File: src/hdl/qeat_pkg.sv
`timescale 1ns / 1ps
package qeat_pkg;

  localparam int ResW    = 16;
  localparam int PeriodW = 17;
  localparam int CountW  = 16;
  localparam int StepW   = 19;
  localparam int TurnW   = 32;
  localparam int RevW    = 16;
  localparam int AngW    = 25;
  localparam int TotalW  = 41;
  localparam int OutStepW = 17;

  localparam logic [AngW-1:0] Deg360Q16 = 25'd23592960;
  localparam logic [8:0]      Deg360    = 9'd360;

  localparam logic REQ_COUNTER = 1'b0;
  localparam logic REQ_EDGE    = 1'b1;
  localparam logic PIN_A       = 1'b0;
  localparam logic PIN_B       = 1'b1;

  localparam int CfgIdxW = 1;
  localparam logic [CfgIdxW-1:0] REG_RESOLUTION = 1'b0;
  localparam logic [CfgIdxW-1:0] REG_PERIOD     = 1'b1;

  localparam logic [ResW-1:0]    ResolutionReset = 16'd4096;
  localparam logic [PeriodW-1:0] PeriodReset     = 17'd65536;

  localparam logic [1:0] PH_A1B0 = 2'd0;
  localparam logic [1:0] PH_A0B0 = 2'd1;
  localparam logic [1:0] PH_A0B1 = 2'd2;
  localparam logic [1:0] PH_A1B1 = 2'd3;

  localparam int DivSteps = 25;
  localparam int DivCntW  = $clog2(DivSteps);

  typedef struct packed {
    logic busy;
    logic done;
  } div_stat_t;

endpackage

File: src/hdl/qeat_step.sv
`timescale 1ns / 1ps
module qeat_step (
  input  logic                           clk,
  input  logic                           rst,
  input  logic                           accept,
  input  logic                           req_type,
  input  logic [qeat_pkg::CountW-1:0]    counter_value,
  input  logic                           pin_select,
  input  logic                           pin_level,
  input  logic [qeat_pkg::PeriodW-1:0]   counter_period,
  output logic signed [qeat_pkg::StepW-1:0] step
);
  import qeat_pkg::*;

  logic [CountW-1:0] last_count;
  logic [1:0]        quad_phase;
  logic [1:0]        phase_next;
  logic signed [StepW-1:0] edge_step;
  logic signed [StepW-1:0] diff;
  logic signed [StepW-1:0] diff_next;
  logic                    is_edge;
  logic signed [StepW-1:0] half;
  logic signed [StepW-1:0] period;

  // quadrature decoder transition
  always_comb begin
    phase_next = quad_phase;
    edge_step  = '0;
    case ({pin_select, pin_level})
      {PIN_A, 1'b1}: begin
        if (quad_phase == PH_A0B0) begin
          phase_next = PH_A1B0;
          edge_step  = -19'sd1;
        end else if (quad_phase == PH_A0B1) begin
          phase_next = PH_A1B1;
          edge_step  = 19'sd1;
        end
      end
      {PIN_A, 1'b0}: begin
        if (quad_phase == PH_A1B0) begin
          phase_next = PH_A0B0;
          edge_step  = 19'sd1;
        end else if (quad_phase == PH_A1B1) begin
          phase_next = PH_A0B1;
          edge_step  = -19'sd1;
        end
      end
      {PIN_B, 1'b1}: begin
        if (quad_phase == PH_A1B0) begin
          phase_next = PH_A1B1;
          edge_step  = -19'sd1;
        end else if (quad_phase == PH_A0B0) begin
          phase_next = PH_A0B1;
          edge_step  = 19'sd1;
        end
      end
      {PIN_B, 1'b0}: begin
        if (quad_phase == PH_A0B1) begin
          phase_next = PH_A0B0;
          edge_step  = -19'sd1;
        end else if (quad_phase == PH_A1B1) begin
          phase_next = PH_A1B0;
          edge_step  = 19'sd1;
        end
      end
      default: begin
        phase_next = quad_phase;
        edge_step  = '0;
      end
    endcase
  end

  assign diff_next = $signed({3'b000, counter_value}) - $signed({3'b000, last_count});

  always_ff @(posedge clk) begin
    if (rst) begin
      last_count <= '0;
      quad_phase <= PH_A1B0;
      is_edge    <= 1'b0;
      diff       <= '0;
    end else if (accept) begin
      is_edge <= (req_type == REQ_EDGE);
      if (req_type == REQ_EDGE) begin
        quad_phase <= phase_next;
        diff       <= edge_step;
      end else begin
        last_count <= counter_value;
        diff       <= diff_next;
      end
    end
  end

  // counter wrap correction
  assign half   = $signed({3'b000, counter_period[PeriodW-1:1]});
  assign period = $signed({2'b00, counter_period});

  always_comb begin
    if (is_edge) begin
      step = diff;
    end else if (diff > half) begin
      step = diff - period;
    end else if (diff < -half) begin
      step = diff + period;
    end else begin
      step = diff;
    end
  end

endmodule

File: src/hdl/qeat_div.sv
`timescale 1ns / 1ps
module qeat_div (
  input  logic                        clk,
  input  logic                        rst,
  input  logic                        start,
  input  logic [qeat_pkg::ResW-1:0]   count,
  input  logic [qeat_pkg::ResW-1:0]   divisor,
  output logic [qeat_pkg::AngW-1:0]   quotient,
  output qeat_pkg::div_stat_t         stat
);
  import qeat_pkg::*;

  localparam logic [DivCntW-1:0] DivLast = DivCntW'(DivSteps - 1);
  localparam int LowW = AngW - ResW;

  logic [AngW-1:0]    prod;
  logic [ResW-1:0]    rem;
  logic [AngW-1:0]    dividend;
  logic [DivCntW-1:0] cnt;
  logic [ResW+1:0]    trial;
  logic               fits;

  // count * 360, then shifted left by 16 as the dividend
  assign prod  = AngW'(count) * AngW'(Deg360);
  assign trial = {1'b0, rem, dividend[AngW-1]} - {2'b00, divisor};
  assign fits  = ~trial[ResW+1];

  always_ff @(posedge clk) begin
    if (rst) begin
      stat <= '0;
      cnt  <= '0;
    end else begin
      stat.done <= stat.busy & ~start & (cnt == DivLast);
      if (start) begin
        rem       <= prod[AngW-1:LowW];
        dividend  <= {prod[LowW-1:0], {ResW{1'b0}}};
        cnt       <= '0;
        stat.busy <= 1'b1;
      end else if (stat.busy) begin
        rem      <= fits ? trial[ResW-1:0] : {rem[ResW-2:0], dividend[AngW-1]};
        dividend <= {dividend[AngW-2:0], 1'b0};
        quotient <= {quotient[AngW-2:0], fits};
        cnt      <= cnt + DivCntW'(1);
        if (cnt == DivLast) begin
          stat.busy <= 1'b0;
        end
      end
    end
  end

endmodule

File: src/hdl/quadrature_encoder_angle_tracker.sv
`timescale 1ns / 1ps
// channel      direction  handshake                     payload
// s_axis       in         s_axis_tvalid / s_axis_tready tdata, tuser
// m_axis       out        m_axis_tvalid / m_axis_tready tdata
// cfg          in         cfg_write (no wait)           cfg_index, cfg_data
//
// an item passes through the step, add, fold, prep, divide and output states
// before its result is offered; no new item is taken until the block is back
// in idle, and a bit-serial divider forms the angle within the turn
// reset is synchronous; no memory needs clearing
// the result waits in the output register while the next item is accepted;
// the block holds in its last step until that register is free
module quadrature_encoder_angle_tracker (
  input  logic                             clk,
  input  logic                             rst,
  input  logic                             s_axis_tvalid,
  output logic                             s_axis_tready,
  input  logic [23:0]                      s_axis_tdata,  // counter_value, pin_level
  input  logic [1:0]                       s_axis_tuser,  // req_type, pin_select
  output logic                             m_axis_tvalid,
  input  logic                             m_axis_tready,
  // step_delta, position_in_turn, revolutions, angle_in_turn, abs_angle
  output logic [119:0]                     m_axis_tdata,
  input  logic                             cfg_write,
  input  logic [qeat_pkg::CfgIdxW-1:0]     cfg_index,
  input  logic [qeat_pkg::PeriodW-1:0]     cfg_data
);
  import qeat_pkg::*;

  localparam logic [2:0] S_IDLE = 3'd0;
  localparam logic [2:0] S_STEP = 3'd1;
  localparam logic [2:0] S_ADD  = 3'd2;
  localparam logic [2:0] S_FOLD = 3'd3;
  localparam logic [2:0] S_PREP = 3'd4;
  localparam logic [2:0] S_DIV  = 3'd5;
  localparam logic [2:0] S_OUT  = 3'd6;

  logic [2:0]          state;
  logic [ResW-1:0]     resolution;
  logic [PeriodW-1:0]  counter_period;
  logic [ResW-1:0]     res_eff;
  logic [TurnW-1:0]    turn_count;
  logic [RevW-1:0]     round_count;
  logic signed [StepW-1:0] step;
  logic signed [StepW-1:0] step_q;
  logic [TurnW-1:0]    tc_raw;
  logic [TurnW-1:0]    res_wide;
  logic [CountW-1:0]   pos_q;
  logic                ang_zero;
  logic                ang_full;
  logic signed [AngW-1:0] rev360;
  logic [AngW-1:0]     quotient;
  logic [AngW-1:0]     ang;
  logic [TotalW-1:0]   total;
  logic                accept;
  logic                out_free;
  div_stat_t           div_stat;

  assign accept        = s_axis_tvalid & s_axis_tready;
  assign s_axis_tready = (state == S_IDLE);
  assign out_free      = ~m_axis_tvalid | m_axis_tready;
  assign res_eff       = (resolution == '0) ? ResW'(1) : resolution;
  assign res_wide      = {{(TurnW - ResW){1'b0}}, res_eff};

  qeat_step u_step (
    .clk            (clk),
    .rst            (rst),
    .accept         (accept),
    .req_type       (s_axis_tuser[0]),
    .counter_value  (s_axis_tdata[15:0]),
    .pin_select     (s_axis_tuser[1]),
    .pin_level      (s_axis_tdata[16]),
    .counter_period (counter_period),
    .step           (step)
  );

  qeat_div u_div (
    .clk      (clk),
    .rst      (rst),
    .start    (state == S_PREP),
    .count    (turn_count[ResW-1:0]),
    .divisor  (res_eff),
    .quotient (quotient),
    .stat     (div_stat)
  );

  assign ang   = ang_zero ? '0 : (ang_full ? Deg360Q16 : quotient);
  assign total = $signed({rev360, {CountW{1'b0}}}) + $signed({{(TotalW - AngW){1'b0}}, ang});

  always_ff @(posedge clk) begin
    if (rst) begin
      resolution     <= ResolutionReset;
      counter_period <= PeriodReset;
    end else if (cfg_write) begin
      case (cfg_index)
        REG_RESOLUTION: resolution     <= cfg_data[ResW-1:0];
        REG_PERIOD:     counter_period <= cfg_data;
        default:        resolution     <= resolution;
      endcase
    end
  end

  always_ff @(posedge clk) begin
    if (rst) begin
      state         <= S_IDLE;
      turn_count    <= '0;
      round_count   <= '0;
      m_axis_tvalid <= 1'b0;
    end else begin
      if ((state == S_OUT) && out_free) begin
        m_axis_tvalid <= 1'b1;
      end else if (m_axis_tvalid && m_axis_tready) begin
        m_axis_tvalid <= 1'b0;
      end
      case (state)
        S_IDLE: begin
          if (accept) begin
            state <= S_STEP;
          end
        end
        S_STEP: begin
          step_q <= step;
          state  <= S_ADD;
        end
        S_ADD: begin
          tc_raw <= turn_count + {{(TurnW - StepW){step_q[StepW-1]}}, step_q};
          state  <= S_FOLD;
        end
        S_FOLD: begin
          if ($signed(tc_raw) > $signed(res_wide)) begin
            turn_count  <= tc_raw - res_wide;
            round_count <= round_count + RevW'(1);
          end else if (tc_raw[TurnW-1]) begin
            turn_count  <= tc_raw + res_wide;
            round_count <= round_count - RevW'(1);
          end else begin
            turn_count <= tc_raw;
          end
          state <= S_PREP;
        end
        S_PREP: begin
          if (turn_count[TurnW-1]) begin
            pos_q <= '0;
          end else if (turn_count[TurnW-2:CountW] != '0) begin
            pos_q <= '1;
          end else begin
            pos_q <= turn_count[CountW-1:0];
          end
          ang_zero <= turn_count[TurnW-1] | (turn_count == '0);
          ang_full <= $signed(turn_count) >= $signed(res_wide);
          rev360   <= $signed({{(AngW - RevW){round_count[RevW-1]}}, round_count}) *
                      $signed({{(AngW - 9){1'b0}}, Deg360});
          state    <= S_DIV;
        end
        S_DIV: begin
          if (div_stat.done) begin
            state <= S_OUT;
          end
        end
        S_OUT: begin
          if (out_free) begin
            m_axis_tdata  <= {5'b00000, total, ang, round_count, pos_q,
                              step_q[OutStepW-1:0]};
            state         <= S_IDLE;
          end
        end
        default: begin
          state <= S_IDLE;
        end
      endcase
    end
  end

endmodule

File: config.mk
export PLATFORM = sky130hd
export DESIGN_NAME = quadrature_encoder_angle_tracker
export DESIGN_NICKNAME = d
export VERILOG_FILES = /design/src/hdl/qeat_pkg.sv /design/src/hdl/qeat_step.sv /design/src/hdl/qeat_div.sv /design/src/hdl/quadrature_encoder_angle_tracker.sv
export SDC_FILE = /design/constraint.sdc
export NUM_CORES = 1
export LEC_CHECK = 0
export BUFFER_PORTS_ARGS = -buffer_cell sky130_fd_sc_hd__clkbuf_2
export CAP_MARGIN = 20
export CORE_UTILIZATION = 50
export DETAILED_ROUTE_END_ITERATION = 7
export PLACE_DENSITY = 0.68
export SETUP_SLACK_MARGIN = 0.02
export SLEW_MARGIN = 20
export SYNTH_ARGS = -nofsm -noshare
export SYNTH_HDL_FRONTEND = slang
export SYNTH_HIERARCHICAL = 1
export SYNTH_SLANG_ARGS = --single-unit
File: constraint.sdc
create_clock -name clk -period 20.2 [get_ports clk]
set_input_delay 1.01 -clock clk [delete_from_list [all_inputs] [get_ports clk]]
set_output_delay 1.01 -clock clk [all_outputs]
set_load 0.01 [all_outputs]
==> results_dict.tcl <==
set metrics [dict create \
    slowest_stage "a2111oi_0" \
    ir_drop_mv 0.07398 \
    slowest_delay_ns 0.90 \
    numPortBuffers 158 \
    cts.sinks 362 \
    rows 84 \
    avgViaCountPerCell 5.863 \
    grt_overflow 0 \
    fin_worst_skew_ns 0.02537 \
    finalCritPeriodShare_pct 28.26 \
    num_io_pins 171 \
    post_cts.repair.setup_buffers 0 \
    worst-path-buf-inv 0 \
    crit_type "register to register" \
    power_density_nw_per_um2 71.75 \
    cellLeakagePower_nw 12.80 \
    maxCapViolations 0 \
    timing_worst_slew_pin_value_ns 1.006 \
    hpwl_um 54520 \
    core_area_um2 52970 \
    start_kind "register" \
    grt_pass1_wl_um 111100 \
    worstPathCellList "nor4_1, a41o_1, ha_1, fa_1, nor2b_1, o31a_1, o211ai_2, a21oi_1, nor2_4, ha_1, and3_1, a2111oi_0, o31a_1, o22ai_1, o41ai_1, mux2i_1, xnor2_1, nor2_1" \
    synth.distinct_cells 112 \
    yosysTopAreaCellShare_pct 26.02 \
    grt_usage_pct 25.59 \
    grt_setup_unrepaired "false" \
    async_reset_ff_share_pct 0 \
    synth_edf_count 234 \
    slew_violations 0 \
    drc 0 \
    cts.htree.levels 2 \
    detail-route-antenna-nets 0 \
    drt_iter0_drc 1326 \
    nets 3394 \
    yosys-top-cells-count "ha_1 (309), inv_1 (270), nand2_1 (249), edfxtp_1 (234), a21oi_1 (223)" \
    cts_root_buf "clkbuf_16" \
    ys_warn_count 6 \
    period_minus_slack_ns 5.709 \
    maxSlewHeadroom_pct 31.20 \
    avgSynthCellArea_um2 9.384 \
    setup-tns-final_ns 0 \
    path_max_fanout 22 \
    die_width_um 234.4 \
    initial_core_util_pct 50.99 \
    path_depth 18 \
    cts_resized 0 \
    arrival_ns 6.17 \
    netlist_area_um2 27010 \
    fillers 4630 \
    cts_tree "done" \
    ys_seq_area_share_pct 35.50 \
    die-area_um2 54950 \
    grt_max_degree 74 \
    yosysTopAreaCell "edfxtp_1" \
    finalHoldViolations 0 \
    cts_made_buffers 43 \
    worst_skew_pair.late_latency_ns 0.59 \
    utilization_pct 56.09 \
    n_antenna_cell 0 \
    drive_gt1_share_pct 10.75 \
    dr_total_vias 21710 \
    clockBufferDepth 3 \
    setup_viol 0 \
    wl_um 70430 \
    fmax_ghz 0.1752 \
    worst_setup_path_end_kind "register" \
    drtPass1Iterations 5 \
    grt_pass1_vias 21250 \
    postCtsHoldBufs 0 \
    yosys_register_bits 362 \
    gp_congestion 0.9313 \
    outcome "finished, final reports clean" \
    die_y_um 234.4 \
    synth_ff_type "edfxtp_1" \
    path_clk_slew_ns 0.06 \
    hold_path_class "register to register" \
    synth.most_common_cell "ha_1" \
    crit_family "compound AO/OA/AOI/OAI gates" \
    antenna_found_initial 0 \
    cp.required_ns 20.66 \
    syn_inst 2878 \
    syn2layout_area_growth_pct 10.00 \
    ys_top_cells_by_area "edfxtp_1 (26%), ha_1 (14%), dfxtp_1 (9.5%)" \
    min_path_cells 0 \
    avgRoutedWirePerCell_um 19.02 \
    reg2reg_depth 18 \
]
## cell type report
type	count	area, um2	area share, %
well taps	688	860.8	2.897
flip-flops and latches	362	9589	32.28
repair buffers	181	965.9	3.251
clock buffers	51	1157	3.896
inverters	274	1031	3.470
multi-input cells	2118	15790	53.16
clock inverters	29	311.5	1.049
## kinds of logic (layout without fill, tap and decap cells)
| group | count (synthesis) | after routing | synth area share [%] |
|---|---|---|---|
| other | 1 | 5 | 0.01388 |
| xor gates and xnor gates | 160 | 160 | 5.189 |
| AOI/OAI and AO/OA | 732 | 732 | 18.50 |
| and+or+nand+nor | 822 | 822 | 14.77 |
| adders and majority gates | 365 | 365 | 18.47 |
| DFF | 362 | 362 | 35.50 |
| buffers and inverters | 402 | 535 | 6.222 |
| muxes | 34 | 34 | 1.334 |
## per-stage QoR
stage | power (mW) | hold slack (ns) | cell area [um2] | worst slack [ns] | std cells
floorplan | 1.214 | 0.4003 | 27020 | 11.27 | 2882
global placement | 1.329 | 0.4018 | 28230 | 14.60 | 3623
detailed placement | 1.342 | 0.4045 | 28240 | 14.46 | 3623
CTS | 2.143 | 0.4162 | 29700 | 14.45 | 3703
global route | 2.230 | 0.4204 | 29710 | 14.14 | 3703
finish | 2.132 | 0.4127 | 29710 | 14.49 | 3703
## layer usage
layer	GRT usage (%)	vias to the layer above	part of all wire, %
li1	-	10540	-
met1	33.20	10400	44
met2	43.73	632	48
met3	2.604	137	4.7
met4	10.16	0	3.5
met5	0	-	0
## placed cells by master, fill, tap and decap left out, drive strengths merged, types with 35 or more instances in the layout
master	instances
a21o	65
nor3	73
a211oi	39
a21oi	225
ha	309
inv	278
xor2	52
edfxtp	234
o21ai	113
nand3	60
nand2b	35
clkbuf	208
dfxtp	128
nor2	204
xnor2	108
nand2	250
fa	56
## registers in the layout (all words and copies together), names as in the netlist
register / cells
m_axis_tdata: 96
tc_raw: 32
turn_count: 32
u_div/quotient: 25
rev360: 22
step_q: 19
counter_period: 17
u_step/diff: 17
pos_q: 16
resolution: 16
round_count: 16
u_div/rem: 16
u_step/last_count: 16
u_div/dividend: 6
u_div/cnt: 5
state: 3
u_div/stat: 2
u_step/quad_phase: 2
ang_full: 1
ang_zero: 1
m_axis_tvalid: 1
u_step/is_edge: 1
## report_power, final
group	internal [mW]	switching [mW]	total [mW]	leakage, nW
logic	0.185	0.288	0.473	8.92
clock network	0.467	0.329	0.797	0.717
registers	0.823	0.0397	0.862	3.17
## path summary, 6_finish.rpt
check                                    from                            to  slack [ns]
setup / recovery  resolution[15]$_SDFFE_PP0P_  round_count[15]$_SDFFE_PP0P_       14.49
hold / removal        pos_q[15]$_SDFFCE_PP0P_    m_axis_tdata[32]$_DFFE_PP_        0.41
setup reg to reg  resolution[15]$_SDFFE_PP0P_  round_count[15]$_SDFFE_PP0P_       14.49
hold reg to reg       pos_q[15]$_SDFFCE_PP0P_    m_axis_tdata[32]$_DFFE_PP_        0.41
No activity file was read; power rests on OpenSTA's default activity.
